===== config.mk =====
export PLATFORM = sky130hd
export DESIGN_NAME = pixel_outline_3x3
export DESIGN_NICKNAME = d
export VERILOG_FILES = /design/src/hdl/pko_pkg.sv /design/src/hdl/pko_front.sv /design/src/hdl/pko_queue.sv /design/src/hdl/pko_back.sv /design/src/hdl/pixel_outline_3x3.sv
export SDC_FILE = /design/constraint.sdc
export NUM_CORES = 1
export LEC_CHECK = 0
export CORE_AREA = 2 2 127 129
export CTS_BUF_LIST = sky130_fd_sc_hd__clkbuf_4
export DETAILED_ROUTE_END_ITERATION = 16
export DIE_AREA = 0 0 129 131
export DONT_BUFFER_PORTS = 1
export SLEW_MARGIN = 20
export SYNTH_ARGS = -nofsm -noshare
export SYNTH_HDL_FRONTEND = slang
export SYNTH_SLANG_ARGS = --single-unit

===== constraint.sdc =====
create_clock -name aclk -period 3.3 [get_ports aclk]
set_input_delay 0.99 -clock aclk [delete_from_list [all_inputs] [get_ports aclk]]
set_output_delay 0.99 -clock aclk [all_outputs]
set_load 0.005 [all_outputs]

===== src/hdl/pko_pkg.sv =====
`timescale 1ns / 1ps
`default_nettype none
// ----------------------------------------------------------------------------
// pko_pkg
// Shared types and constants of the 3x3 outline filter.
// ----------------------------------------------------------------------------
package pko_pkg;

    localparam int PIX_W       = 8;
    localparam int CFG_INDEX_W = 2;
    localparam int CFG_DATA_W  = 8;

    localparam logic [PIX_W-1:0] PIX_WHITE = 8'hFF;

    localparam logic [CFG_INDEX_W-1:0] REG_FOREGROUND = 2'd0;
    localparam logic [CFG_INDEX_W-1:0] REG_OUTLINE    = 2'd1;

    localparam logic [PIX_W-1:0] FOREGROUND_RESET = 8'd192;
    localparam logic [PIX_W-1:0] OUTLINE_RESET    = 8'd255;

    // result queue: power of two deep, room for two writes per cycle
    localparam int QUEUE_DEPTH = 4;
    localparam int QUEUE_PTR_W = $clog2(QUEUE_DEPTH);
    localparam int QUEUE_CNT_W = QUEUE_PTR_W + 1;

    typedef struct packed {
        logic [PIX_W-1:0] above_pixel;
        logic [PIX_W-1:0] centre_pixel;
        logic [PIX_W-1:0] below_pixel;
        logic             row_end;
    } in_t;

    typedef struct packed {
        logic [PIX_W-1:0] result_pixel;
        logic             row_done;
    } out_t;

    typedef struct packed {
        logic [PIX_W-1:0] above;
        logic [PIX_W-1:0] centre;
        logic [PIX_W-1:0] below;
    } column_t;

    // up to two results from one accepted column, first slot filled first
    typedef struct packed {
        logic first_valid;
        out_t first;
        logic second_valid;
        out_t second;
    } push_t;

endpackage
`default_nettype wire


===== src/hdl/pko_front.sv =====
`timescale 1ns / 1ps
`default_nettype none
// ----------------------------------------------------------------------------
// pko_front
// Column window, configuration registers and the outline decision.
// ----------------------------------------------------------------------------
module pko_front (
    input  wire                              aclk,
    input  wire                              aresetn,
    input  wire                              cfg_wr_en,
    input  wire [pko_pkg::CFG_INDEX_W-1:0]   cfg_index,
    input  wire [pko_pkg::CFG_DATA_W-1:0]    cfg_wr_data,
    input  wire                              s_valid,
    output logic                             s_ready,
    input  pko_pkg::in_t                     s_data,
    input  wire                              space_ok,
    output pko_pkg::push_t                   push
);

    typedef enum logic [1:0] {
        POS_ROW_START = 2'd0,
        POS_ONE_SEEN  = 2'd1,
        POS_MANY_SEEN = 2'd2
    } position_t;

    logic [pko_pkg::PIX_W-1:0] foreground_reg;
    logic [pko_pkg::PIX_W-1:0] outline_reg;
    pko_pkg::column_t          previous_reg, previous_next;
    pko_pkg::column_t          older_reg, older_next;
    position_t                 position_reg, position_next;

    pko_pkg::column_t          col;
    logic                      accept;
    logic                      near_fg;
    logic [pko_pkg::PIX_W-1:0] decided;
    pko_pkg::push_t            push_c;

    assign s_ready = space_ok;
    assign accept  = s_valid && space_ok;

    assign col.above  = s_data.above_pixel;
    assign col.centre = s_data.centre_pixel;
    assign col.below  = s_data.below_pixel;

    always_comb begin
        near_fg = (older_reg.above == foreground_reg) || (older_reg.centre == foreground_reg)
               || (older_reg.below == foreground_reg) || (col.above == foreground_reg)
               || (col.centre == foreground_reg) || (col.below == foreground_reg)
               || (previous_reg.above == foreground_reg)
               || (previous_reg.below == foreground_reg);
        if (previous_reg.centre == pko_pkg::PIX_WHITE && near_fg) begin
            decided = outline_reg;
        end else begin
            decided = previous_reg.centre;
        end
    end

    always_comb begin
        push_c        = '0;
        previous_next = previous_reg;
        older_next    = older_reg;
        position_next = position_reg;
        case (position_reg)
            POS_ROW_START: begin
                push_c.first_valid = 1'b1;
                push_c.first       = '{result_pixel: col.centre, row_done: s_data.row_end};
                previous_next      = s_data.row_end ? pko_pkg::column_t'('0) : col;
                older_next         = '0;
                position_next      = s_data.row_end ? POS_ROW_START : POS_ONE_SEEN;
            end
            POS_ONE_SEEN: begin
                if (s_data.row_end) begin
                    push_c.first_valid = 1'b1;
                    push_c.first       = '{result_pixel: col.centre, row_done: 1'b1};
                end
            end
            default: begin
                push_c.first_valid = 1'b1;
                push_c.first       = '{result_pixel: decided, row_done: 1'b0};
                if (s_data.row_end) begin
                    push_c.second_valid = 1'b1;
                    push_c.second       = '{result_pixel: col.centre, row_done: 1'b1};
                end
            end
        endcase
        if (position_reg != POS_ROW_START) begin
            if (s_data.row_end) begin
                previous_next = '0;
                older_next    = '0;
                position_next = POS_ROW_START;
            end else begin
                older_next    = previous_reg;
                previous_next = col;
                position_next = POS_MANY_SEEN;
            end
        end
        if (!accept) begin
            push_c.first_valid  = 1'b0;
            push_c.second_valid = 1'b0;
        end
    end

    assign push = push_c;

    always_ff @(posedge aclk) begin
        if (!aresetn) begin
            foreground_reg <= pko_pkg::FOREGROUND_RESET;
            outline_reg    <= pko_pkg::OUTLINE_RESET;
            previous_reg   <= '0;
            older_reg      <= '0;
            position_reg   <= POS_ROW_START;
        end else begin
            if (cfg_wr_en && cfg_index == pko_pkg::REG_FOREGROUND) begin
                foreground_reg <= cfg_wr_data;
            end
            if (cfg_wr_en && cfg_index == pko_pkg::REG_OUTLINE) begin
                outline_reg <= cfg_wr_data;
            end
            if (accept) begin
                previous_reg <= previous_next;
                older_reg    <= older_next;
                position_reg <= position_next;
            end
        end
    end

endmodule
`default_nettype wire


===== src/hdl/pko_queue.sv =====
`timescale 1ns / 1ps
`default_nettype none
// ----------------------------------------------------------------------------
// pko_queue
// Small result queue: two writes and one read per cycle.
// ----------------------------------------------------------------------------
module pko_queue (
    input  wire             aclk,
    input  wire             aresetn,
    input  pko_pkg::push_t  push,
    output logic            space_ok,
    output logic            rd_valid,
    output pko_pkg::out_t   rd_data,
    input  wire             pop
);

    pko_pkg::out_t                   entry_reg [pko_pkg::QUEUE_DEPTH];
    logic [pko_pkg::QUEUE_PTR_W-1:0] wr_ptr_reg, wr_ptr_next;
    logic [pko_pkg::QUEUE_PTR_W-1:0] rd_ptr_reg;
    logic [pko_pkg::QUEUE_CNT_W-1:0] count_reg, count_next;
    logic [pko_pkg::QUEUE_PTR_W-1:0] wr_ptr_plus;

    assign space_ok    = count_reg <= pko_pkg::QUEUE_CNT_W'(pko_pkg::QUEUE_DEPTH - 2);
    assign rd_valid    = count_reg != '0;
    assign rd_data     = entry_reg[rd_ptr_reg];
    assign wr_ptr_plus = wr_ptr_reg + pko_pkg::QUEUE_PTR_W'(1);

    always_comb begin
        wr_ptr_next = wr_ptr_reg + pko_pkg::QUEUE_PTR_W'(push.first_valid)
                    + pko_pkg::QUEUE_PTR_W'(push.second_valid);
        count_next  = count_reg + pko_pkg::QUEUE_CNT_W'(push.first_valid)
                    + pko_pkg::QUEUE_CNT_W'(push.second_valid)
                    - pko_pkg::QUEUE_CNT_W'(pop);
    end

    always_ff @(posedge aclk) begin
        if (push.first_valid) begin
            entry_reg[wr_ptr_reg] <= push.first;
        end
        if (push.second_valid) begin
            entry_reg[wr_ptr_plus] <= push.second;
        end
    end

    always_ff @(posedge aclk) begin
        if (!aresetn) begin
            wr_ptr_reg <= '0;
            rd_ptr_reg <= '0;
            count_reg  <= '0;
        end else begin
            wr_ptr_reg <= wr_ptr_next;
            count_reg  <= count_next;
            if (pop) begin
                rd_ptr_reg <= rd_ptr_reg + pko_pkg::QUEUE_PTR_W'(1);
            end
        end
    end

`ifndef ASSERT_OFF
    a_no_pop_empty: assert property (@(posedge aclk) disable iff (!aresetn)
        pop |-> count_reg != '0)
        else $error("queue read while empty");

    a_second_after_first: assert property (@(posedge aclk) disable iff (!aresetn)
        push.second_valid |-> push.first_valid)
        else $error("second result pushed without first");

    a_no_overflow: assert property (@(posedge aclk) disable iff (!aresetn)
        count_reg <= pko_pkg::QUEUE_CNT_W'(pko_pkg::QUEUE_DEPTH))
        else $error("queue overflow");

    a_push_needs_room: assert property (@(posedge aclk) disable iff (!aresetn)
        push.first_valid |-> space_ok)
        else $error("push without room for two");
`endif

endmodule
`default_nettype wire


===== src/hdl/pko_back.sv =====
`timescale 1ns / 1ps
`default_nettype none
// ----------------------------------------------------------------------------
// pko_back
// Output register: drains the queue one transaction per cycle unless stalled.
// ----------------------------------------------------------------------------
module pko_back (
    input  wire             aclk,
    input  wire             aresetn,
    input  wire             rd_valid,
    input  pko_pkg::out_t   rd_data,
    output logic            pop,
    output logic            m_valid,
    input  wire             m_ready,
    output pko_pkg::out_t   m_data
);

    logic          m_valid_reg;
    pko_pkg::out_t m_data_reg;

    assign pop     = rd_valid && (!m_valid_reg || m_ready);
    assign m_valid = m_valid_reg;
    assign m_data  = m_data_reg;

    always_ff @(posedge aclk) begin
        if (pop) begin
            m_data_reg <= rd_data;
        end
    end

    always_ff @(posedge aclk) begin
        if (!aresetn) begin
            m_valid_reg <= 1'b0;
        end else if (pop) begin
            m_valid_reg <= 1'b1;
        end else if (m_ready) begin
            m_valid_reg <= 1'b0;
        end
    end

endmodule
`default_nettype wire


===== src/hdl/pixel_outline_3x3.sv =====
// path: with the output free, a result enters the result queue on the edge that
//   accepts the column it becomes due on and is then registered in pko_back onto m_
//   (first column of a row at once, later columns one column behind)
// throughput: one column per cycle while s_ready is high; a row_end column can add a
//   second result, and s_ready follows the fill level of the 4-entry result queue
// reset: synchronous active-low aresetn clears the window, row position, queue and
//   output valid; foreground_colour resets to 192 and outline_colour to 255
`timescale 1ns / 1ps
`default_nettype none
// ----------------------------------------------------------------------------
// pixel_outline_3x3
// 3x3 outline filter: white pixels next to foreground take the outline colour.
// ----------------------------------------------------------------------------
module pixel_outline_3x3 (
    input  wire                              aclk,
    input  wire                              aresetn,
    input  wire                              cfg_wr_en,
    input  wire [pko_pkg::CFG_INDEX_W-1:0]   cfg_index,
    input  wire [pko_pkg::CFG_DATA_W-1:0]    cfg_wr_data,
    input  wire                              s_valid,
    output logic                             s_ready,
    input  pko_pkg::in_t                     s_data,
    output logic                             m_valid,
    input  wire                              m_ready,
    output pko_pkg::out_t                    m_data
);

    pko_pkg::push_t push;
    pko_pkg::out_t  rd_data;
    logic           space_ok;
    logic           rd_valid;
    logic           pop;

    pko_front u_front (
        .aclk        (aclk),
        .aresetn     (aresetn),
        .cfg_wr_en   (cfg_wr_en),
        .cfg_index   (cfg_index),
        .cfg_wr_data (cfg_wr_data),
        .s_valid     (s_valid),
        .s_ready     (s_ready),
        .s_data      (s_data),
        .space_ok    (space_ok),
        .push        (push)
    );

    pko_queue u_queue (
        .aclk     (aclk),
        .aresetn  (aresetn),
        .push     (push),
        .space_ok (space_ok),
        .rd_valid (rd_valid),
        .rd_data  (rd_data),
        .pop      (pop)
    );

    pko_back u_back (
        .aclk     (aclk),
        .aresetn  (aresetn),
        .rd_valid (rd_valid),
        .rd_data  (rd_data),
        .pop      (pop),
        .m_valid  (m_valid),
        .m_ready  (m_ready),
        .m_data   (m_data)
    );

endmodule
`default_nettype wire


# After elaboration in Yosys (flattened, before gate mapping)
# Memory sizes are Yosys's and may differ from the RTL's. A register that Yosys moved wholly into a read port is not among the register bits.
# Cells that the tools add are included.
# word_totals
register_bits,74
mem_bits_rw,36
inputBits,40
output_inout_bits,11
wordCells,77
mem_count,1
# classes
addsub,7
magnitude_cmp,1
n_eq_ne,11
muxes,22
reduce_logical,22
# memory_table
name,depth,word_bits,rd,rd_ports_with_merged_regs,write_ports,line_no,source
u_queue.entry_reg,4,9,1,1,2,pko_queue.sv:17,pko_pkg::out_t entry_reg [pko_pkg::QUEUE_DEPTH];
# op_table
op,count
$mux W24,6
$eq A8 B8 Y1,8
$mux W10,2
$pmux W10 S2,1
$mux W1,9
$eq A8 B8 Y1 const B,1
$logic_or A1 B1 Y1,8
$mux W8,1
$add A3 B1 Y3,2
$mux W2,3
$reduce_bool A2 Y1,3
$logic_and A1 B1 Y1,5
$add A2 B1 Y2,2
$add A2 B1 Y2 const B,2
$eq A2 B1 Y1 const B,2
$logic_not A2 Y1,2
$le A3 B2 Y1 const B,1
$reduce_bool A3 Y1,1
$sub A3 B1 Y3,1
$reduce_and A2 Y1,1
$reduce_or A2 Y1,1
$logic_not A1 Y1,1

# Logic depth before layout (Yosys ltp)
# Gate-level depths: netlist of the first run.
# depth
word_depth,15
mapped_depth,12
ltp_nobuf,11

# Cells and area by module
# A second synthesis of the first run with hierarchy kept.
# hier_totals
hier_cells,555
hier_area_um2,6199.7
# modules_own_cells
module,n_inst,cells_per_inst,area_each_um2,seq_area_each_um2
pko_front,1,409,3631.0,1321.3
pko_queue,1,133,2250.9,1261.2
pko_back,1,13,317.8,290.3

# Worst setup path before layout of the first run
# No wires, ideal clock.
# synth_path
path_kind,input to register
start,input m_ready
end,register u_queue.count_reg[2] (netlist name)
setup_time_ns,0.115
arrival_ns,3.044
required_ns,3.185
slack_ns,0.141
stages,8
path_buffers,0
cell_sequence,inv_1 -> a21oi_1 -> ha_1 -> inv_1 -> fa_1 -> fa_1 -> xnor2_1 -> and2_1
# synth_between
elab_chain_cells,3
# synth_rtl
element,line_no,source
from (decl),pixel_outline_3x3.sv:24,"input wire m_ready,"
$logic_or A1 B1 Y1,pko_back.sv:21,assign pop = rd_valid && (!m_valid_reg || m_ready);
$logic_and A1 B1 Y1,pko_back.sv:21,
via pop,pixel_outline_3x3.sv:32,logic pop;
$sub A3 B1 Y3,pko_queue.sv:33,- pko_pkg::QUEUE_CNT_W'(pop);
to (signal assigned),pko_queue.sv:52,count_reg <= count_next;
to (decl),pko_queue.sv:20,"logic [pko_pkg::QUEUE_CNT_W-1:0] count_reg, count_next;"
# The timed path passes the listed nets, and every way through them passes these cells.
# A chain may end at the register's enable or synchronous reset.

==> key figures, run 1 <==
Worst hold path
  – Min-delay worst type: register to register

Timing
  – Final Skew: ~20 ps
  – Setup violators final: 0
  – Fin crit share: approximately 84%
  – Max-slew violation count: 0
  – Final min period: 2790 ps
  – Hold Vio Cnt, Final: 0
  – Max-slew headroom: 33.8%
  – Max Freq: around 0.36 GHz
  – RSZ-0062 raised after global routing: false
  – Final setup TNS: 0 ps
  – Worst-Margin Slew: 990 ps

Placed design
  – GPL Wtd Cong: between 0.8 and 0.9
  – Post-DP Area: roughly 6200 um2
  – Input/output buffers: 0
  – HPWL after DPL: 10.3 mm

GRT
  – Aggregate global-route resource usage: between 10% and 20%
  – GRT busiest layer: met2
  – Global route overflow: 0
  – Met1 Track Usage GR: about 23%
  – Largest net degree at the start of global routing: between 70 and 80
  – Met2 Usage GRT: between 30% and 40%
  – First-pass GRT wire length: roughly 24 mm
  – Met3 Use GR: under 10%
  – Vias in the first global route: 4,357
  – Antenna violations before repair: 0

Synthesis
  – Avg Cell Area, Syn: 10.1 um2
  – Top cell type by total area after synthesis: dfxtp_1
  – FF+latch count, synth: between 100 and 150
  – Synthesized Nets: around 650
  – Post-Synthesis Cells: ~600
  – Number of synthesis warnings: 0
  – Seq/Total Area, Yosys: between 40% and 50%
  – Post-synthesis cell area: around 6100 um2
  – Synth unique cells: just over 40
  – Top cell type's share of synthesized area: 24.3%
  – Dominant cells by area after synthesis: dfxtp_1 24%, edfxtp_1 22%, xnor2_1 7.2%

Layout
  – Most frequent cells in the layout: 87 x nand2_1, 74 x dfxtp_1, 50 x xnor2_1, 45 x edfxtp_1, 40 x nand3_1
  – Fraction of layout cells with a size suffix above 1: around 13%
  – Design area: ~6500 um2
  – Commonest non-fill, non-tap cell in the layout: nand2_1
  – Diodes inserted: 0
  – Net count, final: 633
  – Max FFs per register: 36
  – Fillers: about 1,500
  – Register area: ~2800 um2
  – Area of the multi-input gates: 2960 um2
  – Area growth syn-to-layout: 7.09%

Die
  – Cell Rows: 46
  – DIE HEIGHT: 131 um
  – Top Ports: 51
  – Core Box Area: 15,600 um2
  – Die area: ~17,000 um2
  – Initial Utilization: 39.0%
  – Die W: 129 um

Worst setup path
  – Setup crit start kind: register
  – Cell Chain, Critical Path: inv_1 -> ha_1 -> o2111a_1 -> nand3_1 -> nand2_1 -> a32oi_1 -> o21ai_0
  – Slowest cell on the critical path: nand3_1
  – CP Data Required Time: around 3600 ps
  – Setup crit end kind: register
  – CP Class: register to register
  – Maximum fanout along the worst path: 18
  – CP peak stage delay: between 500 and 600 ps
  – Critical path arrival: roughly 3000 ps

Routing
  – Vias/cell: ~5.5
  – Drt pass-1 iters: 4
  – Antenna viol nets, final: 0
  – WL final: about 15 mm
  – Avg WL per Cell: 18.1 um
  – Starting DRT DRC Count: about 320
  – Remaining DRCs: 0
  – DR vias: 4,459

Job
  – Max Cap Violations: 0

CTS
  – CTS H-tree lvls: 4
  – Clk pin slew, worst setup/hold paths: about 110 ps
  – Number of setup buffers added after CTS: 0
  – Clock buffer depth: 2
  – CTS tree: built
  – Root Driver: clkbuf_4
  – Post-CTS Resized: 0
  – Clk sinks: roughly 120
  – Clock latency on the worst-skew pair: 550 ps
  – Hold buffer count at CTS: 0
  – Inserted Clock Buffers: 17

Run status
  – Status: finished, final reports clean

Power
  – Max VDD drop: about 0.25 mV
  – Leak pwr: 0.00208 uW
  – Power Density: approximately 580 nW/um2
-- report_power, final --
part           switching, uW  leakage, uW  total, uW  internal [uW]
combinational            423     0.000920        772            349
clock                    538     0.000147       1050            511
sequential               170      0.00102       1940           1770
total                   1130      0.00208       3760           2630
-- cell type report --
cell class,instances,area share [%]
flip-flops and latches,119,43.5
clock buffers,18,2.07
well taps,216,4.15
clock inverters,13,2.09
repair buffers,18,2.27
multi-input cells,422,45.4
inverters,10,0.576
-- layer usage --
metal  vias up  share of wire [%]
met2       125                 50
li1       2120                  -
met3        20                5.5
met1      2194                 43
met4         0                1.2
met5         -                  0
-- metrics by stage --
step	hold slack [ps]	power (uW)	std cells	util (%)	setup slack [ps]
6_report	506	3760	816	41.8	512
5_1_grt	484	3970	816	41.8	330
4_1_cts	491	3810	816	41.8	558
3_5_place_dp	492	2760	785	40.0	359
3_3_place_gp	480	2730	785	40.0	417
2_1_floorplan	442	2540	601	-	141
-- worst max-delay path: cells and delay by family (launching register included) --
kind | cells | cell delay (ps)
buffers and inverters | 1 | 80
and+or+nand+nor | 2 | 1040
AOI/OAI and AO/OA | 3 | 820
adders and majority gates | 1 | 210
DFF | 1 | 360
-- synth_stat cells --
cell	instances
nor3_1	1
buf_6	10
nand3_1	40
fa_1	3
xor2_1	18
and3b_1	1
edfxtp_1	45
nand3b_1	1
nor2b_1	32
clkinv_1	1
and2_1	15
o31ai_1	2
clkbuf_1	29
nand4_1	13
xnor2_1	50
buf_2	2
nor2_1	10
a21o_1	1
nand2_1	87
mux2i_1	9
mux4_2	9
inv_1	9
or2_2	1
o21ai_2	20
a32oi_1	28
dfxtp_1	74
and4_1	1
o2111a_1	1
o21ai_0	12
a22oi_1	24
buf_1	9
a211oi_2	1
a2111oi_1	2
a21oi_1	3
ha_1	2
nor3b_1	2
nor4_1	5
a211oi_1	1
a21boi_0	25
nand2b_1	1
nor3_2	1
-- path summary, 6_finish.rpt --
path	slack (ps)	from	endpoint	cells after the start
worst max-delay path	510	u_queue.count_reg[1]	u_queue.entry_reg[0][8]	7
worst min-delay path	510	u_front.previous_reg[9]	u_front.previous_reg[9]	2
worst max register to register	510	u_queue.count_reg[1]	u_queue.entry_reg[0][8]	7
worst min register to register	510	u_front.previous_reg[9]	u_front.previous_reg[9]	2
-- kinds of logic (layout without fill, tap and decap cells) --
kind of cell	count (synthesis)	after routing	share of synthesized area [%]
simple gates	211	211	17.1
buf+inv	60	59	4.98
compound gates	120	120	15.4
mux	18	18	4.81
fa+ha+maj	5	5	1.40
flops	119	119	46.6
xor+xnor	68	68	9.79
Note: power is estimated with default switching activity, not from simulation.
==> run 2, diff against run 1 <==
Clock period 3.3 ns to 2.6 ns, I/O delays scaled along.
==> key figures, run 2 (synthesized netlist as in run 1, its figures left out) <==
Placed design
  – Input/output buffers: 0
  – HPWL after DPL: between 10 and 15 mm
  – GPL Wtd Cong: about 0.8

Worst setup path
  – Critical Path Sink: u_queue.count_reg[2]
  – CP Class: register to register
  – CP Data Required Time: just over 3000 ps
  – Setup crit end kind: register
  – R2R Setup Slk: around 130 ps
  – Cells on worst reg2reg path: 11
  – Worst Setup SP: u_queue.count_reg[1]
  – RR Startpoint: u_queue.count_reg[1]
  – Critical path arrival: 2890 ps
  – Setup crit start kind: register
  – Maximum fanout along the worst path: 4
  – FF-to-FF End: u_queue.count_reg[2]

Job
  – Max Cap Violations: 0

GRT
  – Vias in the first global route: ~4,500
  – Largest net degree at the start of global routing: 75
  – First-pass GRT wire length: roughly 24 mm
  – Antenna violations before repair: 0
  – Global route overflow: 0
  – Aggregate global-route resource usage: about a fifth

Die
  – Die W: 129 um
  – DIE HEIGHT: around 130 um
  – Die area: 16,900 um2
  – Initial Utilization: between 30% and 40%
  – Core Box Area: roughly 16,000 um2
  – Cell Rows: 46
  – Top Ports: 51

Power
  – Max VDD drop: between 0.2 and 0.3 mV
  – Sw Ratio: 31.3%
  – Power Density: roughly 700 nW/um2
  – Leak pwr: between 0.002 and 0.0025 uW
  – Combinational share of power: 23.0%
  – Internal power: ~3100 uW
  – Part of the power in registers: 54.1%
  – Clock Power Share: approximately 23%
  – Psw: approximately 1400 uW

Timing
  – Final setup TNS: 0 ps
  – Fin crit share: approximately 95%
  – Max-slew violation count: 0
  – Final Skew: 25.7 ps
  – RSZ-0062 raised after global routing: false
  – Setup violators final: 0
  – Hold Vio Cnt, Final: 0
  – Worst hold slack: 372 ps
  – Worst-Margin Slew: a little under 1000 ps
  – Final min period: roughly 2500 ps
  – Max Freq: roughly 0.41 GHz
  – Max-slew headroom: a little over a third

Layout
  – Most frequent cells in the layout: 86 x nand2_1, 72 x dfxtp_1, 50 x xnor2_1, 45 x edfxtp_1, 40 x nand3_1
  – Fraction of layout cells with a size suffix above 1: about 16%
  – Area growth syn-to-layout: 7.69%
  – Fillers: ~1,500
  – Max FFs per register: 36
  – Diodes inserted: 0
  – Net count, final: approximately 640
  – Commonest non-fill, non-tap cell in the layout: nand2_1

Routing
  – Antenna viol nets, final: 0
  – DR vias: around 4,500
  – Starting DRT DRC Count: between 300 and 400
  – Avg WL per Cell: 18.2 um
  – WL final: ~15 mm
  – Vias/cell: 5.40
  – Remaining DRCs: 0
  – Drt pass-1 iters: 5

CTS
  – Root Driver: clkbuf_4
  – Clk pin slew, worst setup/hold paths: ~100 ps
  – CTS tree: built
  – Clock latency on the worst-skew pair: 530 ps
  – Inserted Clock Buffers: 17
  – Clock buffer depth: 2
  – Hold buffer count at CTS: 0
  – Clk sinks: 119
  – CTS H-tree lvls: 4

Run status
  – Status: finished, final reports clean

Worst hold path
  – Min-delay worst type: input port to register
## run 2: changes by cell type in the layout (fill, tap and decap cells not counted), sizes merged
| cell | before | now |
|---|---|---|
| clkinv | 9 | 8 |
| clkbuf | 18 | 22 |
| clkinvlp | 1 | 0 |
| buf | 18 | 27 |
| bufinv | 3 | 0 |
## run 2: critical path: stages, from the launching register on
cell     delay, ps
dfxtp_2        350
inv_1           60
ha_1           210
or2_2          310
and2_1         190
nand2_2        100
ha_1           130
inv_1           50
fa_2           360
fa_2           360
xnor2_1        120
and2_1         140
## run 2: power groups by stage
stage               Clock (uW)  Sequential [uW]  Combinational, uW
finish                    1050             2460               1050
global route              1170             2510               1180
CTS                       1080             2460               1060
detailed placement           0             2510               1050
global placement             0             2500               1020
floorplan                    0             2390                858
## run 2: area by class of cell
cell class / count / area (um2) / area share (%)
clock buffer: 22 / 165 / 2.52
tap: 216 / 270 / 4.12
multi-input combinational: 422 / 2990 / 45.6
clock inverter: 8 / 38.8 / 0.592
timing repair buffer: 27 / 215 / 3.28
inverter: 10 / 37.5 / 0.573
sequential: 119 / 2840 / 43.3
## run 2: worst min path at each step
stage          slack (ps)                     start  cells after the start                         to
5_1_grt               300                   aresetn                      1  u_front.foreground_reg[7]
3_3_place_gp          470  u_front.previous_reg[13]                      2   u_front.previous_reg[13]
2_1_floorplan         440    u_front.outline_reg[0]                      2     u_front.outline_reg[0]
6_report              370            cfg_wr_data[0]                      2     u_front.outline_reg[0]
4_1_cts               290                   aresetn                      1  u_front.foreground_reg[7]
3_5_place_dp          480  u_front.previous_reg[13]                      2   u_front.previous_reg[13]
## run 2: timing repair
| action | 4_1_cts | 5_1_grt |
|---|---|---|
| setup endpoints to repair | 2 | 8 |
| gates resized for setup | 1 | 5 |
| buffers inserted | 0 | 0 |
## run 2: layer usage
metal	share of wire, %	wire [um]	GRT usage (%)
met3	6.4	966	5.50
met5	0	0	0
met1	41	6090	22.7
met2	51	7650	32.8
met4	2.1	322	7.29
## run 2: metrics by stage
stage / cell area (um2) / util, % / setup slack [ps] / cells / total power, uW
floorplan: 6100 / - / 26.3 / 601 / 3240
global placement: 6330 / 40.6 / -17.6 / 794 / 3520
detailed placement: 6330 / 40.6 / -101 / 794 / 3560
CTS: 6540 / 41.9 / 31.0 / 824 / 4600
global route: 6550 / 42.0 / 1.06 / 824 / 4850
finish: 6550 / 42.0 / 132 / 824 / 4560
==> run 3, diff against run 2 <==
Settings changed: CORE_AREA 2 2 127 129 to 2 2 91 111, DIE_AREA 0 0 129 131 to 0 0 93 113, PLACE_DENSITY set to 0.81.
==> key figures, run 3 (synthesized netlist as in run 1, its figures left out) <==
Run status
  – Status: finished, final reports clean

CTS
  – CTS tree: built
  – Clk pin slew, worst setup/hold paths: 110 ps
  – Inserted Clock Buffers: 17
  – Hold buffer count at CTS: 0
  – Clock buffer depth: 2
  – Clock latency on the worst-skew pair: ~540 ps
  – CTS H-tree lvls: 4
  – Clk sinks: approximately 120
  – Root Driver: clkbuf_4

Worst setup path
  – Cells on worst reg2reg path: 9
  – Crit-path leading delay family: adder cells
  – Setup crit end kind: register
  – Maximum fanout along the worst path: 3
  – CP Class: register to register
  – Count of buffer and inverter cells on the critical path: 2
  – CP Data Required Time: between 3000 and 4000 ps
  – CP peak stage delay: about 470 ps
  – Setup crit start kind: register
  – Slowest cell on the critical path: nor3_1
  – Levels on crit path: 9
  – Cell Chain, Critical Path: buf_4 -> nor3_1 -> a21oi_4 -> ha_1 -> inv_1 -> fa_2 -> fa_2 -> xnor2_1 -> and2_1
  – CP dominant cell by count: fa_2
  – Critical path arrival: roughly 2900 ps

Routing
  – DR vias: roughly 4,500
  – Starting DRT DRC Count: roughly 330
  – Avg WL per Cell: 18.9 um
  – WL final: between 10 and 15 mm
  – Remaining DRCs: 0
  – Vias/cell: between 6 and 7
  – Drt pass-1 iters: 5
  – Antenna viol nets, final: 0

Power
  – Part of the power in registers: 49.9%
  – Max VDD drop: 0.360 mV
  – Psw: 1470 uW
  – Leak pwr: ~0.0022 uW
  – Sw Ratio: between 20 and 30%
  – Clock Power Share: ~28%
  – Internal power: roughly 3500 uW
  – Combinational share of power: between 20 and 25%
  – Power Total: around 5000 uW
  – Power Density: roughly 750 nW/um2

Timing
  – Final min period: between 2000 and 2500 ps
  – Hold Vio Cnt, Final: 0
  – Setup violators final: 0
  – Worst hold slack: ~340 ps
  – Final Skew: 13.8 ps
  – Max-slew headroom: 43.9%
  – Fin crit share: 96.0%
  – Worst-Margin Slew: 839 ps
  – Worst Slack Setup Final: about 110 ps
  – Max-slew violation count: 0
  – Max Freq: approximately 0.4 GHz

Worst hold path
  – Min-delay worst type: input port to register
  – Worst hold path depth: 1

Die
  – Die W: between 90 and 100 um
  – Initial Utilization: 64.9%
  – Top Ports: approximately 50
  – Core Box Area: between 9000 and 10,000 um2
  – Die area: ~11,000 um2
  – DIE HEIGHT: approximately 110 um
  – Cell Rows: 39

GRT
  – Antenna violations before repair: 1
  – Vias in the first global route: 4,472
  – Global route overflow: 0
  – Largest net degree at the start of global routing: 75
  – Aggregate global-route resource usage: between 20 and 30%
  – First-pass GRT wire length: ~23 mm

Layout
  – Most frequent cells in the layout: 86 x nand2_1, 72 x dfxtp_1, 50 x xnor2_1, 45 x edfxtp_1, 40 x nand3_1
  – Finished Core Util: a little over two thirds
  – Max FFs per register: 36
  – Design area: between 6000 and 7000 um2
  – Fraction of layout cells with a size suffix above 1: ~16%
  – Commonest non-fill, non-tap cell in the layout: nand2_1
  – Area growth syn-to-layout: 7.75%
  – Net count, final: 643

Job
  – Max Cap Violations: 0

Placed design
  – GPL Wtd Cong: roughly 0.90
  – Pre-CTS setup slack: -61.3 ps
  – HPWL after DPL: between 9 and 10 mm
  – Post-DP Area: 6220 um2
  – Input/output buffers: 0
run 3: area by class of cell:
type	instances	area, um2
clock buffers	21	158
repair buffers	28	248
multi-input cells	422	2990
diodes	1	2.50
flip-flops and latches	119	2840
clock inverters	11	131
inverters	10	37.5
well taps	123	154
fillers	691	2810
run 3: routing by layer:
layer	up-vias	wire (um)	GRT usage (%)
met1	2146	5450	33.0
met2	177	7240	48.9
met3	34	814	6.06
met4	0	377	11.3
met5	-	0	0
li1	2152	-	-
run 3: worst register-to-register path, delay by kind of cell, from the launching register on:
kind,cells,cell delay (ps)
XOR/XNOR,1,130
buffers and inverters,2,190
flip-flops,1,350
AND/OR/NAND/NOR,2,620
AO/OA/AOI/OAI,1,70
adder cells (fa/ha/maj),3,1040
run 3: power by group through the flow:
stage | logic (uW) | clock network, uW | registers, uW
after floorplan | 858 | 0 | 2390
after global placement | 977 | 0 | 2480
after detailed placement | 1030 | 0 | 2500
after CTS | 1040 | 1380 | 2460
after global routing | 1210 | 1450 | 2500
final | 1100 | 1360 | 2460
run 3: final timing paths:
| path | start | end | slack (ps) |
|---|---|---|---|
| min reg2reg | u_front.previous_reg[7] | u_front.previous_reg[7] | 500 |
| max reg2reg | u_queue.count_reg[1] | u_queue.count_reg[2] | 110 |
| max | u_queue.count_reg[1] | u_queue.count_reg[2] | 110 |
| min | aresetn | u_front.foreground_reg[7] | 340 |
run 3: what timing repair did:
item | in CTS | in global routing
buffers inserted | 0 | 3
gates cloned | 0 | 0
pin swaps | 0 | 1
resized for setup | 2 | 5
endpoints found under the setup margin | 2 | 34
run 3: stage by stage:
stage,setup TNS [ps],instances
floorplan,0,601
global placement,-126,699
detailed placement,-465,699
CTS,0,731
global route,-0.353,735
finish,0,735
